<file path="config.mk">
export PLATFORM = sky130hd
export DESIGN_NAME = wfls_ram
export DESIGN_NICKNAME = d
export VERILOG_FILES = /design/src/hdl/windowed_fft_log_spectrum_defines.svh /design/src/hdl/wfls_ram.sv
export SDC_FILE = /design/constraint.sdc
export NUM_CORES = 1
export LEC_CHECK = 0
export ABC_CLOCK_PERIOD_IN_PS = 2800
export BUFFER_PORTS_ARGS = -buffer_cell sky130_fd_sc_hd__buf_2
export CAP_MARGIN = 10
export CORE_MARGIN = 2
export CORE_UTILIZATION = 54
export DETAILED_ROUTE_END_ITERATION = 8
export PLACE_DENSITY = 0.73
export SETUP_SLACK_MARGIN = 0.05
export SKIP_LAST_GASP = 1
export SLEW_MARGIN = 20
export SYNTH_ARGS = -nofsm -noshare
export SYNTH_HDL_FRONTEND = slang
export SYNTH_SLANG_ARGS = --single-unit
</file>
<file path="constraint.sdc">
create_clock -name clk -period 2.8 [get_ports clk]
set_input_delay 0.56 -clock clk [delete_from_list [all_inputs] [get_ports clk]]
set_output_delay 0.56 -clock clk [all_outputs]
set_load 0.01 [all_outputs]
</file>
<file path="src/hdl/windowed_fft_log_spectrum_defines.svh">
// Assertion macros used by the spectrum analyser top level.
`ifndef WINDOWED_FFT_LOG_SPECTRUM_DEFINES_SVH
`define WINDOWED_FFT_LOG_SPECTRUM_DEFINES_SVH
`ifndef SYNTHESIS
// Same-cycle implication, sampled on clk, off while rst_n is low.
`define WFLS_ASSERT_IMP(lbl, ante, cons, msg) \
    lbl: assert property (@(posedge clk) disable iff (!rst_n) (ante) |-> (cons)) \
        else $error(msg);
// Next-cycle implication, sampled on clk, off while rst_n is low.
`define WFLS_ASSERT_NXT(lbl, ante, cons, msg) \
    lbl: assert property (@(posedge clk) disable iff (!rst_n) (ante) |=> (cons)) \
        else $error(msg);
`else
`define WFLS_ASSERT_IMP(lbl, ante, cons, msg)
`define WFLS_ASSERT_NXT(lbl, ante, cons, msg)
`endif
`endif

</file>
<file path="src/hdl/wfls_ram.sv">
// Generic single-write, single-read RAM with registered read data.
module wfls_ram #(
    parameter int WIDTH = 16,
    parameter int DEPTH = 64
) (
    input  logic                     clk,
    input  logic                     we,
    input  logic [$clog2(DEPTH)-1:0] waddr,
    input  logic [WIDTH-1:0]         wdata,
    input  logic                     re,
    input  logic [$clog2(DEPTH)-1:0] raddr,
    output logic [WIDTH-1:0]         rdata
);
    logic [WIDTH-1:0] mem [DEPTH];
    logic [WIDTH-1:0] rdata_reg;

    always_ff @(posedge clk)
    begin
        if (we)
        begin
            mem[waddr] <= wdata;
        end
        if (re)
        begin
            rdata_reg <= mem[raddr];
        end
    end

    assign rdata = rdata_reg;
endmodule
</file>
* After elaboration in Yosys (flattened, before gate mapping) *
Memories as Yosys holds them, arrays and structs flattened. A register that Yosys moved wholly into a read port is not among the register bits.
Index checks and enable logic that the tools add are counted.

cells by class
  multiplexer cells = 2

operators with widths
  cell    number
  $mux 1  2

word-level totals
  bits in registers = 0
  bits in writable memories = 1024
  bits of input ports = 31
  output and inout bits = 16
  logic and storage cells = 3
  memories = 1

memories
  memory  words  bits a word  rd ports  clocked after Yosys merged registers in  write ports  line            text
  mem     64     16           1         1                                        1            wfls_ram.sv:14  logic [WIDTH-1:0] mem [DEPTH];

* Logic depth before layout (Yosys ltp) *
Gate-level depths: netlist (run 1).

  word-level depth = 2
  mapped depth = 10
  gate-level depth less buffers = 5

* Worst setup path after synthesis (run 1) *
Ideal clock, no wire load.

  path kind = input-to-reg
  start = input port waddr[3]
  end = memory mem[48][0], enable pin
  library setup time = 0.409 ns
  data arrival time = 2.186 ns
  data required time = 2.391 ns
  setup slack = 0.205 ns
  cell stages on the path = 4
  cell sequence = clkbuf_1 -> nor2b_1 -> nand4b_1 -> nor3_1

RTL lines
  element          line            text
  start, declared  wfls_ram.sv:8   input logic [$clog2(DEPTH)-1:0] waddr,
  end, declared    wfls_ram.sv:14

Straight into the memory's write port.

==> out/qor.csv, run 1 <==
stage,metric,value,unit
yosys,cells after synthesis,1829,
run_status,outcome,"complete, no violations",
clock_network,# H-tree levels,3,
yosys,Netlist cell types,42,
yosys,largest cells by area after synthesis,"edfxtp_1 (78%), mux4_2 (12%), mux2i_1 (2.1%), mux2_2 (0.76%), a22oi_1 (0.73%)",
worst_setup_path,WS Path Type,in2reg,
clock_network,CTS sink cnt,1040,
finish,"commonest non-fill, non-tap cell in the layout",edfxtp_1,
timing,final clock skew,0.0307,ns
yosys,most area-hungry cell type in the Yosys netlist,edfxtp_1,
yosys,per-instance average area after synthesis,22.0,µm²
power,Leak,15.0,nW
clock_network,Post-CTS Resized,0,
clock_network,cts-stage hold buffer count,0,
yosys,Post-synth top flop,edfxtp_1,
worst_setup_path,"Req. time, crit path",3.20,ns
grt,vias in the first global route,20500,
timing,Setup Total Neg Slack,0,ns
timing,final worst-path cycle share,85.9,%
floorplanning,die height,277,µm
drt,routed wire length,96.2,mm
yosys,"Seq/Total Area, Yosys",77.7,%
timing,"Hold Vio Cnt, Final",0,
finish,number of flip-flops under the largest register name,1024,
worst_setup_path,WP data arrival,2.81,ns
clock_network,CTS tree,built,
drt,number of remaining DRC errors,0,
worst_setup_path,CP Launch Type,input port,
placed_design,Final Wtd Congestion,0.895,
placed_design,placed cell areas,0.0430,mm²
timing,Max-slew headroom,19.9,%
drt,Final ANT Viol Nets,0,
timing,RSZ-0062 raised after global routing,no,
yosys,Syn Nets,1860,
yosys,Post-synth EDFFs,1040,
floorplanning,io pins,47,
timing,final setup fails,0,
worst_setup_path,worst-path fanout max,18,
worst_setup_path,"delay-heaviest family, CP",compound AO/OA/AOI/OAI gates,
worst_setup_path,CP cell instances,buf_8 -> buf_12 -> nor2b_1 -> a221oi_1 -> a221oi_1 -> buf_4 -> a311oi_1,
worst_setup_path,CP max-delay cell,a221oi_1,
power,Max VDD drop,0.000534,V
finish,P&R area growth vs syn,15.2,%
floorplanning,Core ar.,0.0741,mm²
yosys,"FF+latch count, synth",1040,
grt,GRT overflow,0,
worst_setup_path,crit path capture type,flop,
placed_design,PortBufs,46,
grt,gr usage total,25.3,%
drt,mean routed wirelength per cell,30.5,µm
clock_network,root buffer cell,clkbuf_16,
yosys,Post-synth ARST share,0,%
drt,DR pass1 iterations,5,
drt,initial DRC count,2894,
power,Power Density,709,mW/mm²
grt,pin count of the biggest net entering global routing,65,
floorplanning,Die X,277,µm
clock_network,post-CTS setup buffer count,0,
drt,total number of vias,20200,
worst_setup_path,Crit path top cell by count,a221oi_1,
clock_network,TritonCTS Buffers,100,
hold_path,Hold WC Path Type,in2reg,
yosys,top cell type's share of synthesized area,77.7,%
timing,Final Slew Violations,0,
timing,Worst Max-Slew Pin Slew,1.20,ns
yosys,YS warnings,0,
timing,Peak Freq,416,MHz
yosys,synthesized cell area,0.0402,mm²
clock_network,CTS Buffer Depth,3,
floorplanning,starting density of the core,54.3,%
clock_network,Clock transition at path regs,0.06,ns
worst_setup_path,buffer and inverter count on the worst path,3,
grt,antenna violations before repair,8,
placed_design,DP HPWL,58.6,mm
finish,"Net count, final",2135,
timing,fin crit period,2.41,ns
clock_network,Clock Latency Late Sink,0.67,ns
floorplanning,row count,100,
finish,most frequent cells in the layout,"edfxtp_1 (1040), mux4_2 (220), buf_4 (209)",
grt,first-pass GRT wire length,140,mm
job,Max Cap Viol,0,
drt,via/cell ratio,6.39,
floorplanning,die area,0.0766,mm²
finish,layout cells sized above 1,31.3,%
worst_setup_path,CP peak stage delay,0.64,ns
finish,Post-Layout Inst Area,0.0463,mm²
-- kinds of logic (layout without fill, tap and decap cells) --
family,count (synthesis),after routing,share of synthesized area [%]
DFF,1040,1040,77.7
muxes,336,336,15.5
and+or+nand+nor,220,220,2.64
AOI/OAI and AO/OA,129,129,2.40
buffers and inverters,104,462,1.82
other,0,2,0
-- worst paths after layout --
kind	from	end	slack (ns)	depth (start not counted)
worst max register to register	mem[6][12]	rdata[12]	0.54	5
worst max-delay path	raddr[0]	rdata[0]	0.39	7
worst min-delay path	wdata[0]	mem[32][0]	0.22	1
worst min register to register	mem[63][2]	rdata[2]	0.92	5
-- Yosys cell counts (17+ instances only) --
library cell	count
nand2_1	59
nor2b_1	30
a21oi_1	17
edfxtp_1	1040
mux4_2	220
buf_6	17
nand3_1	24
mux2_2	27
buf_2	36
mux2i_1	85
a22oi_1	39
clkbuf_1	24
nor2_1	72
-- worst reg2reg max path: stages (launching register included) --
cell and delay (ns):
edfxtp_1 0.40, mux4_2 0.50, mux2_2 0.29, nand2_1 0.09
nand4_1 0.42, and4_1 0.34
-- metal layers --
metal	share of wire [%]	track usage, %
met1	38	34.7
met4	3.1	8.50
met5	0.043	0
met2	49	41.4
met3	9.5	4.85
-- power by group --
part	internal (mW)	switching, mW
registers	17.3	0.0443
logic	0.698	1.04
clock network	8.06	5.75
total	26.0	6.83
-- stage by stage --
step | util (%) | cells | setup slack [ns] | hold WS (ns) | total power, mW
global placement | 58.0 | 2971 | -0.264 | 0.886 | 19.3
CTS | 62.5 | 3156 | 0.427 | 0.203 | 33.0
detailed placement | 58.0 | 2971 | -0.274 | 0.902 | 19.4
floorplan | - | 1829 | 0.205 | 0.659 | 18.5
finish | 62.5 | 3158 | 0.395 | 0.223 | 32.9
global route | 62.5 | 3156 | 0.378 | 0.239 | 33.7
-- cell type report --
cell class | instances | area (µm²)
flip-flops and latches | 1040 | 31200
fillers | 4826 | 27700
multi-input cells | 685 | 8250
clock buffers | 115 | 2600
repair buffers | 277 | 2260
well taps | 969 | 1210
clock inverters | 70 | 766
diodes | 2 | 5.00
Power figures use the tool's default switching activity.
==> run 2, diff against run 1 <==
--- a/config.mk
+++ b/config.mk
@@ -9,8 +9,7 @@
 export BUFFER_PORTS_ARGS = -buffer_cell sky130_fd_sc_hd__buf_2
 export CAP_MARGIN = 10
-export CORE_MARGIN = 2
-export CORE_UTILIZATION = 54
+export CORE_UTILIZATION = 50
 export DETAILED_ROUTE_END_ITERATION = 8
-export PLACE_DENSITY = 0.73
+export PLACE_DENSITY = 0.69
 export SETUP_SLACK_MARGIN = 0.05
 export SKIP_LAST_GASP = 1
==> constraint.sdc (replaced) <==
create_clock -name clk -period 2.8 [get_ports clk]
set_input_delay 0.56 -clock clk [delete_from_list [all_inputs] [get_ports clk]]
set_output_delay 0.56 -clock clk [all_outputs]
set_load 0.05 [all_outputs]
==> run 2 against run 1 <==
Effect of this change: first-iteration DRC count is 21% lower; cell area is 0.33% lower; fmax is 4.9% lower; via count is 3.0% lower; largest cell class unchanged; largest power group unchanged; highest routed layer unchanged.
==> out/qor.csv, run 2 (synthesis gave the netlist of run 1 again) <==
stage,metric,value,unit,change
clock_network,Post-CTS Resized,0,,unchanged
placed_design,DP HPWL,58.9,mm,+0.60%
drt,via/cell ratio,6.07,,-4.9%
timing,final clock skew,0.0262,ns,-0.00445 ns
clock_network,post-CTS setup buffer count,0,,unchanged
floorplanning,starting density of the core,50.7,%,-3.6 points
drt,DR pass1 iterations,5,,unchanged
worst_setup_path,WP data arrival,2.91,ns,+0.10 ns
timing,fin crit period,2.53,ns,+0.125 ns
clock_network,TritonCTS Buffers,101,,+1.0%
placed_design,PortBufs,46,,unchanged
finish,"Net count, final",2117,,-0.84%
placed_design,post-place setup slack,-0.340,ns,-0.0668 ns
worst_setup_path,"delay-heaviest family, CP",multiplexers,,
drt,met2 wire len,44.7,mm,-6.1%
timing,Max-slew headroom,27.3,%,+7.4 points
floorplanning,row count,103,,+3.0%
drt,highest metal used,met5,,
placed_design,Final Wtd Congestion,0.854,,-4.6%
worst_setup_path,CP max-delay cell,a221oi_1,,
clock_network,Clock Latency Late Sink,0.65,ns,-0.02 ns
finish,final std cells w/o fill,3222,,+2.0%
grt,first-pass GRT wire length,137,mm,-1.9%
timing,Worst Max-Slew Pin Slew,1.09,ns,-0.107 ns
finish,Final Core Density,58.3,%,-4.3 points
grt,GRT overflow,0,,unchanged
grt,pin count of the biggest net entering global routing,65,,unchanged
job,Max Cap Viol,0,,unchanged
power,Leak,14.9,nW,-0.93%
clock_network,cts-stage hold buffer count,0,,unchanged
drt,Final ANT Viol Nets,0,,unchanged
finish,"commonest non-fill, non-tap cell in the layout",edfxtp_1,,
finish,layout cells sized above 1,30.5,%,-0.81 points
drt,initial DRC count,2287,,-21%
timing,final worst-path cycle share,90.4,%,+4.4 points
power,Max VDD drop,0.000450,V,-16%
finish,most frequent cells in the layout,"edfxtp_1 (1040), mux4_2 (220), buf_4 (183)",,
drt,total number of vias,19600,,-3.0%
hold_path,Hold WC Path Type,in2reg,,
floorplanning,die height,286,µm,+3.1%
worst_setup_path,crit path capture type,flop,,
clock_network,# H-tree levels,3,,unchanged
clock_network,root buffer cell,clkbuf_16,,
floorplanning,Core ar.,0.0793,mm²,+7.0%
drt,number of remaining DRC errors,0,,unchanged
clock_network,CTS Buffer Depth,3,,unchanged
timing,"Hold Vio Cnt, Final",0,,unchanged
worst_setup_path,CP peak stage delay,0.72,ns,+0.08 ns
worst_setup_path,worst-path fanout max,35,,+17
grt,antenna violations before repair,8,,unchanged
worst_setup_path,"Req. time, crit path",3.18,ns,-0.02 ns
grt,vias in the first global route,20100,,-1.8%
timing,Final Slew Violations,0,,unchanged
drt,mean routed wirelength per cell,29.0,µm,-4.9%
drt,DRT met1 WL,37.2,mm,+2.1%
drt,met3 WL,8.02,mm,-13%
grt,gr usage total,23.4,%,-1.9 points
finish,P&R area growth vs syn,14.9,%,
placed_design,dpl cells,3033,,+2.1%
power,Power Density,695,mW/mm²,-2.0%
clock_network,Clock transition at path regs,0.07,ns,about the same
finish,number of flip-flops under the largest register name,1024,,unchanged
timing,setup slack after layout,0.270,ns,-0.125 ns
timing,final setup fails,0,,unchanged
worst_setup_path,CP cell instances,buf_8 -> buf_12 -> mux4_2 -> mux2_2 -> a221oi_1 -> buf_4 -> a311oi_1,,
floorplanning,Die X,286,µm,+3.1%
worst_setup_path,CP Launch Type,input port,,
run_status,outcome,"complete, no violations",,
worst_setup_path,WS Path Type,in2reg,,
clock_network,CTS tree,built,,
floorplanning,io pins,47,,unchanged
timing,RSZ-0062 raised after global routing,no,,
timing,Peak Freq,395,MHz,-4.9%
timing,Setup Total Neg Slack,0,ns,unchanged
worst_setup_path,buffer and inverter count on the worst path,3,,unchanged
drt,routed wire length,93.3,mm,-3.0%
floorplanning,die area,0.0815,mm²,+6.4%
clock_network,CTS sink cnt,1040,,unchanged
[run 2: changes by cell type in the layout (fill, tap and decap cells not counted), sizes merged]
| cell | before | now |
|---|---|---|
| clkbuf | 116 | 123 |
| clkinv | 46 | 55 |
| buf | 276 | 257 |
| inv | 4 | 0 |
| clkinvlp | 5 | 4 |
| bufinv | 15 | 6 |
[run 2: final timing paths]
path	startpoint	endpoint	slack, ns	depth (start not counted)
setup / recovery	raddr[0]	rdata[13]	0.27	7
hold / removal	wdata[15]	mem[56][15]	0.31	1
setup reg to reg	mem[60][13]	rdata[13]	0.39	5
hold reg to reg	mem[0][10]	rdata[10]	0.93	4
[run 2: final cells by class]
type,count,area [µm²]
clock inverters,65,499
clock buffers,122,2670
flip-flops and latches,1040,31200
well taps,1050,1310
fillers,5655,33100
repair buffers,258,2210
diodes,2,5.00
multi-input cells,685,8250
[run 2: routing by layer]
| metal | track usage, % | vias to the layer above |
|---|---|---|
| met5 | 0 | - |
| met4 | 9.22 | 4 |
| met3 | 4.78 | 168 |
| met2 | 36.9 | 907 |
| met1 | 32.5 | 10300 |
| li1 | - | 8219 |
[run 2: per-stage QoR]
stage               total power [mW]  area [µm²]  hold slack [ns]
finish                          32.1       46200            0.315
global placement                19.4       43000            0.940
global route                    32.9       46200            0.299
CTS                             32.3       46200            0.282
detailed placement              19.5       43000            0.938
floorplan                       18.6       40200            0.659
[run 2: power breakdown]
part	total, mW	switching, mW	internal (mW)
clock	13.0	5.63	7.34
sequential	17.3	0.0475	17.3
combinational	1.80	1.10	0.703
